### src/mwto_pkg.sv
// ----------------------------------------------------------------------------
// mwto_pkg
// shared widths, parameter defaults and divider request/response types
// ----------------------------------------------------------------------------
`default_nettype none

package mwto_pkg;

  // parameter defaults for the top level
  localparam int unsigned PHASE_BITS_DEF = 16;
  localparam int unsigned DAC_BITS_DEF   = 10;
  localparam int unsigned DAC_SHIFT_DEF  = 6;

  // divider operand widths, fixed by the period and sample field widths
  localparam int unsigned DIVIDEND_W = 32;
  localparam int unsigned DIVISOR_W  = 16;

  typedef struct packed {
    logic                  start;
    logic [DIVIDEND_W-1:0] dividend;
    logic [DIVISOR_W-1:0]  divisor;
  } div_req_t;

  typedef struct packed {
    logic                  done;
    logic [DIVIDEND_W-1:0] quotient;
  } div_rsp_t;

endpackage

`default_nettype wire

### src/mwto_div.sv
// ----------------------------------------------------------------------------
// mwto_div
// restoring unsigned divider, one quotient bit per clock
// ----------------------------------------------------------------------------
`default_nettype none

module mwto_div (
  input  wire                 clk_i,
  input  wire                 rst_ni,
  input  mwto_pkg::div_req_t  req_i,
  output mwto_pkg::div_rsp_t  rsp_o
);
  import mwto_pkg::*;

  localparam int unsigned CNT_W = $clog2(DIVIDEND_W + 1);

  logic [CNT_W-1:0]      cnt_q;
  logic                  done_q;
  logic [DIVISOR_W-1:0]  rem_q;
  logic [DIVISOR_W-1:0]  dvs_q;
  logic [DIVIDEND_W-1:0] quo_q;

  logic [DIVISOR_W:0]    shifted;
  logic [DIVISOR_W+1:0]  diff;
  logic                  ge;

  assign shifted = {rem_q, quo_q[DIVIDEND_W-1]};
  assign diff    = {1'b0, shifted} - {2'b00, dvs_q};
  assign ge      = ~diff[DIVISOR_W+1];

  always_ff @(posedge clk_i or negedge rst_ni) begin
    if (!rst_ni) begin
      cnt_q  <= '0;
      done_q <= 1'b0;
    end else begin
      done_q <= (cnt_q == CNT_W'(1));
      if (req_i.start) begin
        cnt_q <= CNT_W'(DIVIDEND_W);
      end else if (cnt_q != '0) begin
        cnt_q <= cnt_q - CNT_W'(1);
      end
    end
  end

  always_ff @(posedge clk_i) begin
    if (req_i.start) begin
      rem_q <= '0;
      quo_q <= req_i.dividend;
      dvs_q <= req_i.divisor;
    end else if (cnt_q != '0) begin
      rem_q <= ge ? diff[DIVISOR_W-1:0] : shifted[DIVISOR_W-1:0];
      quo_q <= {quo_q[DIVIDEND_W-2:0], ge};
    end
  end

  assign rsp_o.done     = done_q;
  assign rsp_o.quotient = quo_q;

endmodule

`default_nettype wire

### src/multiwave_table_oscillator.sv
// ----------------------------------------------------------------------------
// multiwave_table_oscillator
// sine, triangle, square and sawtooth sample generator for a DAC
// ----------------------------------------------------------------------------
// Each accepted item is one tick: the block produces the next sample of one
// period of the selected waveform, shifted into the DAC register layout, and
// flags the last sample of the period. An item with restart set begins the
// period again. The block works on one item at a time and holds in_stall_o
// high from acceptance until the result is registered; the result register
// lets the next item in while the previous sample still waits downstream.
// One 16x16 multiplier and a 32-step bit-serial divider are shared by the
// waves under a small sequencer. Square uses neither; triangle and sawtooth
// multiply the amplitude by the index and then divide by the period; sine
// divides for the phase, then makes five multiplier passes for the
// polynomial and the amplitude scaling.
`default_nettype none

module multiwave_table_oscillator #(
  parameter int unsigned PHASE_BITS = mwto_pkg::PHASE_BITS_DEF,
  parameter int unsigned DAC_BITS   = mwto_pkg::DAC_BITS_DEF,
  parameter int unsigned DAC_SHIFT  = mwto_pkg::DAC_SHIFT_DEF
) (
  input  wire         clk_i,
  input  wire         rst_ni,
  // tick items
  input  wire         in_valid_i,
  output logic        in_stall_o,
  input  wire         restart_i,
  // sample items
  output logic        out_valid_o,
  input  wire         out_stall_i,
  output logic [15:0] sample_word_o,
  output logic        last_of_period_o,
  // register writes
  input  wire         cfg_valid_i,
  output logic        cfg_ready_o,
  input  wire  [1:0]  cfg_index_i,
  input  wire  [15:0] cfg_data_i
);
  import mwto_pkg::*;

  // amplitude bits actually used
  localparam int unsigned AW = (DAC_BITS < 10) ? DAC_BITS : 10;
  // width for comparing the stored phase against the period
  localparam int unsigned CW = (PHASE_BITS > 16) ? PHASE_BITS : 16;

  // sine polynomial coefficients, quarter wave in Q14
  localparam logic [15:0] SIN_K1  = 16'd2320;
  localparam logic [15:0] SIN_K2  = 16'd21024;
  localparam logic [15:0] SIN_K3  = 16'd51472;
  localparam logic [14:0] QUARTER = 15'd16384;

  typedef enum logic [1:0] {
    WAVE_SINE   = 2'd0,
    WAVE_TRI    = 2'd1,
    WAVE_SQUARE = 2'd2,
    WAVE_SAW    = 2'd3
  } wave_e;

  typedef enum logic [1:0] {
    REG_WAVE   = 2'd0,
    REG_PERIOD = 2'd1,
    REG_AMP    = 2'd2
  } reg_e;

  typedef enum logic [3:0] {
    ST_IDLE,
    ST_PREP,
    ST_AMP_MUL,
    ST_DIV,
    ST_SQ,
    ST_C1,
    ST_C2,
    ST_C3,
    ST_C4,
    ST_C5,
    ST_DONE
  } state_e;

  state_e               state_q;
  wave_e                wave_q;
  logic [15:0]          period_q;
  logic [9:0]           amp_q;
  logic [PHASE_BITS-1:0] phase_q;

  logic [15:0]          i_q;
  logic                 last_q;
  logic [15:0]          x_q;
  logic                 neg_q;
  logic [15:0]          z2_q;
  logic [15:0]          v_q;
  logic                 out_valid_q;
  logic [15:0]          sample_q;
  logic                 out_last_q;

  logic [31:0]          prod_q;
  logic [15:0]          mul_a;
  logic [15:0]          mul_b;

  div_req_t             div_req;
  div_rsp_t             div_rsp;

  logic                 accept;
  logic [15:0]          n_eff;
  logic [AW-1:0]        a_eff;
  logic [15:0]          a_w;
  logic [15:0]          h_w;
  logic [15:0]          i_eff;
  logic                 last_eff;
  logic                 tri_first;
  logic [16:0]          two_i_minus_n;
  logic [15:0]          prod_sh;
  logic [15:0]          p_w;
  logic [15:0]          x_w;
  logic [33:0]          sin_sum;
  logic [31:0]          shifted_w;

  assign cfg_ready_o = 1'b1;
  assign in_stall_o  = (state_q != ST_IDLE);
  assign accept      = in_valid_i && !in_stall_o;

  // zero period behaves as a period of one
  assign n_eff = (period_q == 16'd0) ? 16'd1 : period_q;
  assign a_eff = amp_q[AW-1:0];
  assign a_w   = 16'(a_eff);
  assign h_w   = 16'(a_eff >> 1);

  // restart, or a phase left beyond a shortened period, starts at zero
  always_comb begin
    if (restart_i || (CW'(phase_q) >= CW'(n_eff))) begin
      i_eff = '0;
    end else begin
      i_eff = 16'(phase_q);
    end
  end
  assign last_eff = (i_eff == (n_eff - 16'd1));

  assign tri_first     = ({i_q, 1'b0} < {1'b0, n_eff});
  assign two_i_minus_n = {i_q, 1'b0} - {1'b0, n_eff};
  assign prod_sh       = prod_q[29:14];

  // phase folded into the first quadrant
  assign p_w = div_rsp.quotient[15:0];
  assign x_w = p_w[14] ? 16'(QUARTER - {1'b0, p_w[13:0]}) : {2'b00, p_w[13:0]};

  // h*(1 +/- m) with wrap, low bits after the shift by 15
  assign sin_sum = neg_q ? ({3'b000, h_w, 15'b0} - {2'b00, prod_q})
                         : ({3'b000, h_w, 15'b0} + {2'b00, prod_q});

  assign shifted_w = 32'(v_q) << DAC_SHIFT;

  // shared multiplier operand selection
  always_comb begin
    mul_a = '0;
    mul_b = '0;
    case (state_q)
      ST_PREP: begin
        mul_a = a_w;
        mul_b = (wave_q == WAVE_TRI && !tri_first) ? two_i_minus_n[15:0] : i_q;
      end
      ST_SQ: begin
        mul_a = x_q;
        mul_b = x_q;
      end
      ST_C1: begin
        mul_a = SIN_K1;
        mul_b = prod_sh;
      end
      ST_C2: begin
        mul_a = SIN_K2 - prod_sh;
        mul_b = z2_q;
      end
      ST_C3: begin
        mul_a = SIN_K3 - prod_sh;
        mul_b = x_q;
      end
      ST_C4: begin
        mul_a = h_w;
        mul_b = prod_sh;
      end
      default: begin
        mul_a = '0;
        mul_b = '0;
      end
    endcase
  end

  always_ff @(posedge clk_i) begin
    prod_q <= {16'b0, mul_a} * {16'b0, mul_b};
  end

  // divider request: phase for sine, scaled index for the others
  always_comb begin
    div_req.start    = ((state_q == ST_PREP) && (wave_q == WAVE_SINE)) ||
                       (state_q == ST_AMP_MUL);
    div_req.divisor  = n_eff;
    div_req.dividend = prod_q;
    if (wave_q == WAVE_SINE) begin
      div_req.dividend = {i_q, 16'b0};
    end else if (wave_q == WAVE_TRI) begin
      if (tri_first) begin
        div_req.dividend = {prod_q[30:0], 1'b0};
      end else begin
        // rounds the falling half up
        div_req.dividend = prod_q + 32'(n_eff) - 32'd1;
      end
    end
  end

  mwto_div u_div (
    .clk_i  (clk_i),
    .rst_ni (rst_ni),
    .req_i  (div_req),
    .rsp_o  (div_rsp)
  );

  always_ff @(posedge clk_i or negedge rst_ni) begin
    if (!rst_ni) begin
      state_q     <= ST_IDLE;
      wave_q      <= WAVE_SINE;
      period_q    <= 16'd100;
      amp_q       <= 10'd1023;
      phase_q     <= '0;
      i_q         <= '0;
      last_q      <= 1'b0;
      x_q         <= '0;
      neg_q       <= 1'b0;
      z2_q        <= '0;
      v_q         <= '0;
      out_valid_q <= 1'b0;
      sample_q    <= '0;
      out_last_q  <= 1'b0;
    end else begin
      // register writes
      if (cfg_valid_i && cfg_ready_o) begin
        case (cfg_index_i)
          REG_WAVE:   wave_q   <= wave_e'(cfg_data_i[1:0]);
          REG_PERIOD: period_q <= cfg_data_i;
          REG_AMP:    amp_q    <= cfg_data_i[9:0];
          default:    ;
        endcase
      end

      // the completion step refills the result register itself
      if (out_valid_q && !out_stall_i && (state_q != ST_DONE)) begin
        out_valid_q <= 1'b0;
      end

      case (state_q)
        ST_IDLE: begin
          if (accept) begin
            i_q     <= i_eff;
            last_q  <= last_eff;
            phase_q <= last_eff ? '0 : PHASE_BITS'({1'b0, i_eff} + 17'd1);
            state_q <= ST_PREP;
          end
        end
        ST_PREP: begin
          case (wave_q)
            WAVE_SINE:   state_q <= ST_DIV;
            WAVE_SQUARE: begin
              v_q     <= tri_first ? 16'd0 : a_w;
              state_q <= ST_DONE;
            end
            default:     state_q <= ST_AMP_MUL;
          endcase
        end
        ST_AMP_MUL: begin
          state_q <= ST_DIV;
        end
        ST_DIV: begin
          if (div_rsp.done) begin
            case (wave_q)
              WAVE_SINE: begin
                x_q     <= x_w;
                neg_q   <= p_w[15];
                state_q <= ST_SQ;
              end
              WAVE_TRI: begin
                v_q     <= tri_first ? div_rsp.quotient[15:0]
                                     : (a_w - div_rsp.quotient[15:0]);
                state_q <= ST_DONE;
              end
              default: begin
                v_q     <= div_rsp.quotient[15:0];
                state_q <= ST_DONE;
              end
            endcase
          end
        end
        ST_SQ: begin
          state_q <= ST_C1;
        end
        ST_C1: begin
          z2_q    <= prod_sh;
          state_q <= ST_C2;
        end
        ST_C2: begin
          state_q <= ST_C3;
        end
        ST_C3: begin
          state_q <= ST_C4;
        end
        ST_C4: begin
          state_q <= ST_C5;
        end
        ST_C5: begin
          v_q     <= sin_sum[30:15];
          state_q <= ST_DONE;
        end
        ST_DONE: begin
          // wait for the result register to free up
          if (!out_valid_q || !out_stall_i) begin
            sample_q    <= shifted_w[15:0];
            out_last_q  <= last_q;
            out_valid_q <= 1'b1;
            state_q     <= ST_IDLE;
          end
        end
        default: begin
          state_q <= ST_IDLE;
        end
      endcase
    end
  end

  assign out_valid_o      = out_valid_q;
  assign sample_word_o    = sample_q;
  assign last_of_period_o = out_last_q;

  // the block goes busy right after taking an item
  a_busy_after_accept: assert property (@(posedge clk_i) disable iff (!rst_ni)
    accept |=> in_stall_o)
    else $error("not busy after item accepted");

  // divider results only arrive while the sequencer waits for them
  a_div_done_in_wait: assert property (@(posedge clk_i) disable iff (!rst_ni)
    div_rsp.done |-> (state_q == ST_DIV))
    else $error("divider done outside wait state");

  // a new sample only comes from the completion step
  a_out_from_done: assert property (@(posedge clk_i) disable iff (!rst_ni)
    $rose(out_valid_o) |-> $past(state_q == ST_DONE))
    else $error("sample issued outside completion step");

endmodule

`default_nettype wire
### config.mk
export PLATFORM = sky130hd
export DESIGN_NAME = multiwave_table_oscillator
export DESIGN_NICKNAME = d
export VERILOG_FILES = /design/src/mwto_pkg.sv /design/src/mwto_div.sv /design/src/multiwave_table_oscillator.sv
export SDC_FILE = /design/constraint.sdc
export NUM_CORES = 1
export LEC_CHECK = 0
export BUFFER_PORTS_ARGS = -buffer_cell sky130_fd_sc_hd__buf_2
export CAP_MARGIN = 25
export CORE_ASPECT_RATIO = 1.25
export CORE_UTILIZATION = 25
export CTS_CLUSTER_SIZE = 20
export DETAILED_ROUTE_END_ITERATION = 16
export RECOVER_POWER = 25
export SLEW_MARGIN = 20
export SYNTH_ARGS = -nofsm -noshare
export SYNTH_HDL_FRONTEND = slang
export SYNTH_SLANG_ARGS = --single-unit
### constraint.sdc
create_clock -name clk_i -period 28.1 [get_ports clk_i]
set_input_delay 5.62 -clock clk_i [delete_from_list [all_inputs] [get_ports clk_i]]
set_output_delay 5.62 -clock clk_i [all_outputs]
set_load 0.01 [all_outputs]
==> out/results.txt, run 1 <==
Fmax = 90.6 MHz
Worst Min Path Start = sample_word_o[12]$_DFFE_PN0P_
Maximum VDD drop = 0.0413 mV
Die Y = 357 µm
Crit. Startpoint = period_q[4]$_DFFE_PN0P_
DIE WIDTH = 286 µm
Post-CTS setup buffer count = 0
Worst min path class = flip-flop to flip-flop
Htree depth = 1
Endpoints failing hold = 0
Max-slew headroom = -0.671
Clock Pin Slew Worst Setup and Hold Paths = 0.06 ns
Critical R2R Capture = prod_q[31]$_DFF_P_
CTS tree = built
CTS max path bufs = 3
Die area = 102000 µm²
Number of global-route vias before repair = 21200
Most common cell in the netlist = inv_1
Diode count = 0
RePlAce Congestion = 0.943
Most used DFF post-synth = dfrtp_1
GRT Residual Overflow = 0
Startpoint class of the critical path = flip-flop
Outcome = finished with violations
Arrival time at the worst endpoint = 11.48 ns
Largest net degree at the start of global routing = 79
Fin util = 0.280
Post-route clock period utilization = 0.393
Setup crit end kind = flip-flop
Seq/Total Area, Yosys = 0.221
Synthesis-to-finish area growth = 10.5%
Clock Sinks = 222
Resized cells post-CTS = 0
Cells after Synth = 2952
CTS Hold Buffers Added = 0
RSZ-0062 raised after global routing = no
Failing checks = capacitance limit, slew limit
Final Total Pwr = 1010 µW
Ys Warns = 0
Routed len/inst = 19.6 µm
# setup viols final = 0
Share of layout cells above drive strength 1 = 0.0764
Initial antenna violation count = 0
R2r worst-path depth = 31
FFs w/ async S/R, synth = 0.568
Required @ worst endpoint = 28.54 ns
Crit path largest cell delay = 1.00 ns
Post-synth EDFFs = 48
# rows = 129
CP max stage cell = nor4_1
IO Port Bufs = 36
Via density = 5.07
DR pass1 iterations = 6
HPWL after DPL = 65.8 mm
First-pass GRT wire length = 128 mm
Initial core utilization = 0.254
Most frequent CP cell = fa_1
TritonCTS Buffers = 30
FF-to-FF Start = period_q[4]$_DFFE_PN0P_
Top post-synthesis cells by area = fa_1, ha_1, dfrtp_1
Pwr/cell area = 36.3 nW/µm²
Core area = 99400 µm²
Avg Synthesized Cell Area = 8.54 µm²
Cell variety after synth = 93
Delay-heaviest family, CP = adder cells
Gr usage total = 0.163
FILL cells = 10700
Share of the synthesized area in the top cell type = 0.158
Io pins = 44
Dominant cell type by area after synthesis = fa_1
Hold path cells = 2
Commonest cells in the synthesized netlist = inv_1, nand2_1, nor2_1
Synthesized area = 25200 µm²
Pins Over Slew Limit = 175
Setup TNS Final = 0 ns
Max cap viols = 4
Drt initial violations = 1772
Reg-to-reg setup timing slack = 17.06 ns
Routed wire length = 83.8 mm
Drt drc = 0
Hold Path End = sample_word_o[12]$_DFFE_PN0P_
Cell chosen for the clock root = clkbuf_16
CP bufs+invs = 3
Yosys reg bits = 222
Crit path max fanout = 16
Post-layout min period = 11.04 ns
Slew of the pin with the lowest slew margin = 2.51 ns
Worst-Skew Late Latency = 0.58 ns
Fin nets = 3396
Clk_skew = 0.0197 ns
Antenna-violating nets left = 0
Crit path kind = flip-flop to flip-flop
Routed via count = 21600
Pleak = 0.0125 µW
[how the worst max path moves through the flow]
stage	to	slack [ns]	cells past startpoint
after floorplan	prod_q[31]$_DFF_P_	18.64	34
final	prod_q[31]$_DFF_P_	17.06	31
after CTS	prod_q[31]$_DFF_P_	17.47	31
after global placement	prod_q[31]$_DFF_P_	17.60	31
after global routing	prod_q[31]$_DFF_P_	16.53	31
after detailed placement	prod_q[31]$_DFF_P_	17.48	31
[power breakdown]
part           internal, µW  switching, µW  leakage, µW
Sequential              339           18.6      0.00248
Clock                   263            160     0.000519
Combinational          92.4            138      0.00947
[final cells by class]
class	instances	area, µm²	share of cell area
well taps	1310	1640	0.0588
inverters	393	1480	0.0530
multi-input cells	2212	17600	0.633
clock buffers	42	878	0.0315
clock inverters	14	209	0.00750
repair buffers	74	457	0.0164
flip-flops and latches	222	5570	0.200
[placed cells by master (no fill, tap or decap), types with 11 or more instances in the layout]
cell       instances
a21oi_1          130
a211o_1           11
a222oi_1          15
inv_1            391
clkbuf_1          12
fa_1             199
mux2i_1           38
and3_1            31
nor3_1            42
a221oi_1          26
xor2_1            50
buf_2             35
o21a_1            25
xnor2_1           71
o211ai_1          17
nand2_1          339
dfxtp_1           48
or2_2             16
o21ai_0          169
nor2b_1           31
clkbuf_16         32
a211oi_1          15
ha_1             240
o21bai_1          18
a21o_1            45
a31oi_1           32
nand2b_1          34
nand3_1           51
and2_1            20
nand4_1           23
nor2_1           241
a22oi_1           16
buf_4             30
dfrtp_1          113
nor4_1            14
edfxtp_1          48
o31ai_1           20
mux2_2            46
[cell families after synthesis]
logic type               share of synthesized area
XOR/XNOR                                    0.0429
AO/OA/AOI/OAI                                0.176
buffers and inverters                       0.0816
AND/OR/NAND/NOR                              0.166
adder cells (fa/ha/maj)                      0.277
multiplexers                                0.0356
flip-flops                                   0.221
other                                     0.000298
[through the flow]
stage | std cells | area, µm² | setup WS (ns) | hold slack [ns]
floorplan | 2957 | 25200 | 18.64 | 0.446
global placement | 4209 | 26800 | 17.60 | 0.463
detailed placement | 4209 | 26800 | 17.48 | 0.471
CTS | 4265 | 27900 | 17.47 | 0.484
global route | 4267 | 27900 | 16.53 | 0.502
finish | 4267 | 27900 | 17.06 | 0.481
[registers in the layout (all words and copies together) (netlist names)]
name	cells
last_of_period_o	1
phase_q	16
u_div.done_q	1
x_q	15
u_div.cnt_q	6
last_q	1
out_valid_o	1
a_eff	10
sample_word_o	10
prod_q	32
i_q	16
u_div.quo_q	32
u_div.dvs_q	16
z2_q	16
v_q	10
period_q	16
u_div.rem_q	16
wave_q	2
state_q	4
neg_q	1
[routing by layer]
layer  up-vias  wire (µm)  track usage
li1      10100          -            -
met1     10600      33300        0.199
met2       739      41100        0.283
met3       196       4900       0.0184
met4         0       4450       0.0801
met5         -          0            0
[worst register-to-register path: cells and delay by family (launching register included)]
kind / cells / cell delay, ns
simple gates: 6 / 2.28
flops: 1 / 0.46
compound gates: 14 / 3.89
fa+ha+maj: 8 / 3.94
buf+inv: 3 / 0.32
Note: power is estimated with default switching activity, not from simulation.
==> run 2, diff against run 1 <==
==> constraint.sdc (replaced) <==
create_clock -name clk_i -period 10.9 [get_ports clk_i]
set_input_delay 2.18 -clock clk_i [delete_from_list [all_inputs] [get_ports clk_i]]
set_output_delay 2.18 -clock clk_i [all_outputs]
set_load 0.01 [all_outputs]
==> run 2 against run 1 <==
  * The run still ends with capacitance limit, slew limit left
  * First-iteration DRC count grew 7.4%
  * Power grew to 2.6 times the previous value
  * Non-clock buffer count grew 10
  * Sequential power grew to 2.6 times the previous value
  * Clock-buffer cell count shrank 10
  * Maximum frequency grew 8.6%
  * Critical endpoint unchanged
  * Largest cell class unchanged
==> out/results.txt, run 2 (synthesized netlist as in run 1, its figures left out) <==
Outcome = finished with violations
Failing checks = capacitance limit, slew limit
FILL cells = 10700 (-0.14%)
First-pass GRT wire length = 128 mm (-0.48%)
Endpoints failing hold = 0 (unchanged)
Antenna-violating nets left = 0 (unchanged)
Met1 WL = 32.7 mm (-1.8%)
Pwr/cell area = 93.2 nW/µm² (+160%)
Worst-Skew Late Latency = 0.58 ns (about the same)
Gr usage total = 0.162 (-0.000599)
Slew of the pin with the lowest slew margin = 5.06 ns (+2.56 ns)
Most common cell after layout, fill and taps aside = inv_1
Htree depth = 1 (unchanged)
Routed len/inst = 19.7 µm (+0.26%)
Fin nets = 3403 (+0.21%)
Synthesis-to-finish area growth = 10.5% (about the same)
Routed wire length = 84.1 mm (+0.35%)
Delay-heaviest family, CP = adder cells
Routed via count = 21800 (+0.62%)
Clock Sinks = 222 (unchanged)
Crit path kind = flip-flop to flip-flop
TritonCTS Buffers = 27 (-10%)
Max-slew headroom = -2.37 (-1.70)
Arrival time at the worst endpoint = 10.61 ns (-0.87 ns)
CTS max path bufs = 3 (unchanged)
Pleak = 0.0125 µW (+0.30%)
Largest net degree at the start of global routing = 84 (+6.3%)
Clk_skew = 0.0166 ns (-0.00313 ns)
Regs by FF count = prod_q x32, u_div.quo_q x32
Resized cells post-CTS = 0 (unchanged)
GRT Residual Overflow = 0 (unchanged)
Most frequent cells in the layout = inv_1, nand2_1, nor2_1, ha_1, fa_1
Initial antenna violation count = 0 (unchanged)
Share of layout cells above drive strength 1 = 0.0780 (+0.00159)
Drt initial violations = 1904 (+7.4%)
CP max stage cell = nor4_2
Pins Over Slew Limit = 181 (+3.4%)
CTS tree = built
HPWL after DPL = 65.7 mm (-0.12%)
Crit path largest cell delay = 0.63 ns (-0.37 ns)
# rows = 129 (unchanged)
Drt drc = 0 (unchanged)
RSZ-0062 raised after global routing = no
Initial core utilization = 0.254 (unchanged)
Cell chosen for the clock root = clkbuf_16
Die Y = 357 µm (unchanged)
# setup viols final = 0 (unchanged)
DIE WIDTH = 286 µm (unchanged)
Diode count = 0 (unchanged)
Hold_ws = 0.483 ns (+0.00154 ns)
Post-CTS setup buffer count = 0 (unchanged)
Io pins = 44 (unchanged)
RePlAce Congestion = 0.931 (-1.2%)
Die area = 102000 µm² (unchanged)
Core area = 99400 µm² (unchanged)
Setup TNS Final = 0 ns (unchanged)
Post-route clock period utilization = 0.933 (+0.540)
CTS Hold Buffers Added = 0 (unchanged)
Number of global-route vias before repair = 21500 (+1.1%)
Routed wl met3 = 5.16 mm (+5.3%)
Via density = 5.09 (+0.53%)
Crit path max fanout = 9 (-7)
Fmax = 98.4 MHz (+8.6%)
Max layer used = met4
Max cap viols = 3 (-1)
Most frequent CP cell = fa_1
Maximum VDD drop = 0.135 mV (+230%)
IO Port Bufs = 36 (unchanged)
Met2 WL post-DR = 40.3 mm (-2.0%)
Startpoint class of the critical path = flip-flop
DR pass1 iterations = 6 (unchanged)
Worst min path class = flip-flop to flip-flop
Required @ worst endpoint = 11.34 ns (-17.20 ns)
Clock Pin Slew Worst Setup and Hold Paths = 0.07 ns (about the same)
Post-layout min period = 10.17 ns (-0.874 ns)
CP bufs+invs = 4 (+1)
Setup crit end kind = flip-flop
-- run 2: final timing paths --
path                       slack [ns]                     from  depth (start not counted)                      end
max                              0.73  period_q[6]$_DFFE_PN1P_                         32       prod_q[31]$_DFF_P_
min                              0.48     z2_q[13]$_DFFE_PN0P_                          2     z2_q[13]$_DFFE_PN0P_
max reg2reg                      0.73  period_q[6]$_DFFE_PN1P_                         32       prod_q[31]$_DFF_P_
min reg2reg                      0.48     z2_q[13]$_DFFE_PN0P_                          2     z2_q[13]$_DFFE_PN0P_
max in group asynchronous        4.59                   rst_ni                          1      z2_q[8]$_DFFE_PN0P_
min in group asynchronous        3.41                   rst_ni                          1  phase_q[12]$_DFFE_PN0P_
-- run 2: tightest hold or removal path: stages (launching register included) --
cell     delay, ns
dfrtp_1       0.34
nand2_1       0.05
o21ai_0       0.06
-- run 2: stage by stage --
stage,setup WS [ns],area [µm²],utilization,std cells,power (µW)
floorplan,1.44,25200,-,2957,1370
CTS,0.774,27900,0.281,4270,2610
detailed placement,0.795,26900,0.270,4220,1530
finish,0.732,27900,0.280,4271,2600
global placement,0.977,26900,0.270,4220,1520
global route,0.229,27900,0.280,4271,2710
-- run 2: power by group --
part | switching (µW) | total, µW | internal (µW)
registers | 50.4 | 924 | 874
clock network | 399 | 1080 | 677
logic | 358 | 597 | 239
-- run 2: area by class of cell --
class | count | area (µm²) | area share
clock inverter | 18 | 334 | 0.0120
inverter | 393 | 1480 | 0.0529
clock buffer | 32 | 704 | 0.0253
sequential | 222 | 5570 | 0.200
multi-input combinational | 2212 | 17600 | 0.632
timing repair buffer | 84 | 520 | 0.0187
tap | 1310 | 1640 | 0.0588
-- run 2: layer usage --
layer	GRT usage	vias to the layer above
met5	0	-
met4	0.103	0
met3	0.0193	253
met2	0.277	779
met1	0.193	10700
li1	-	10100
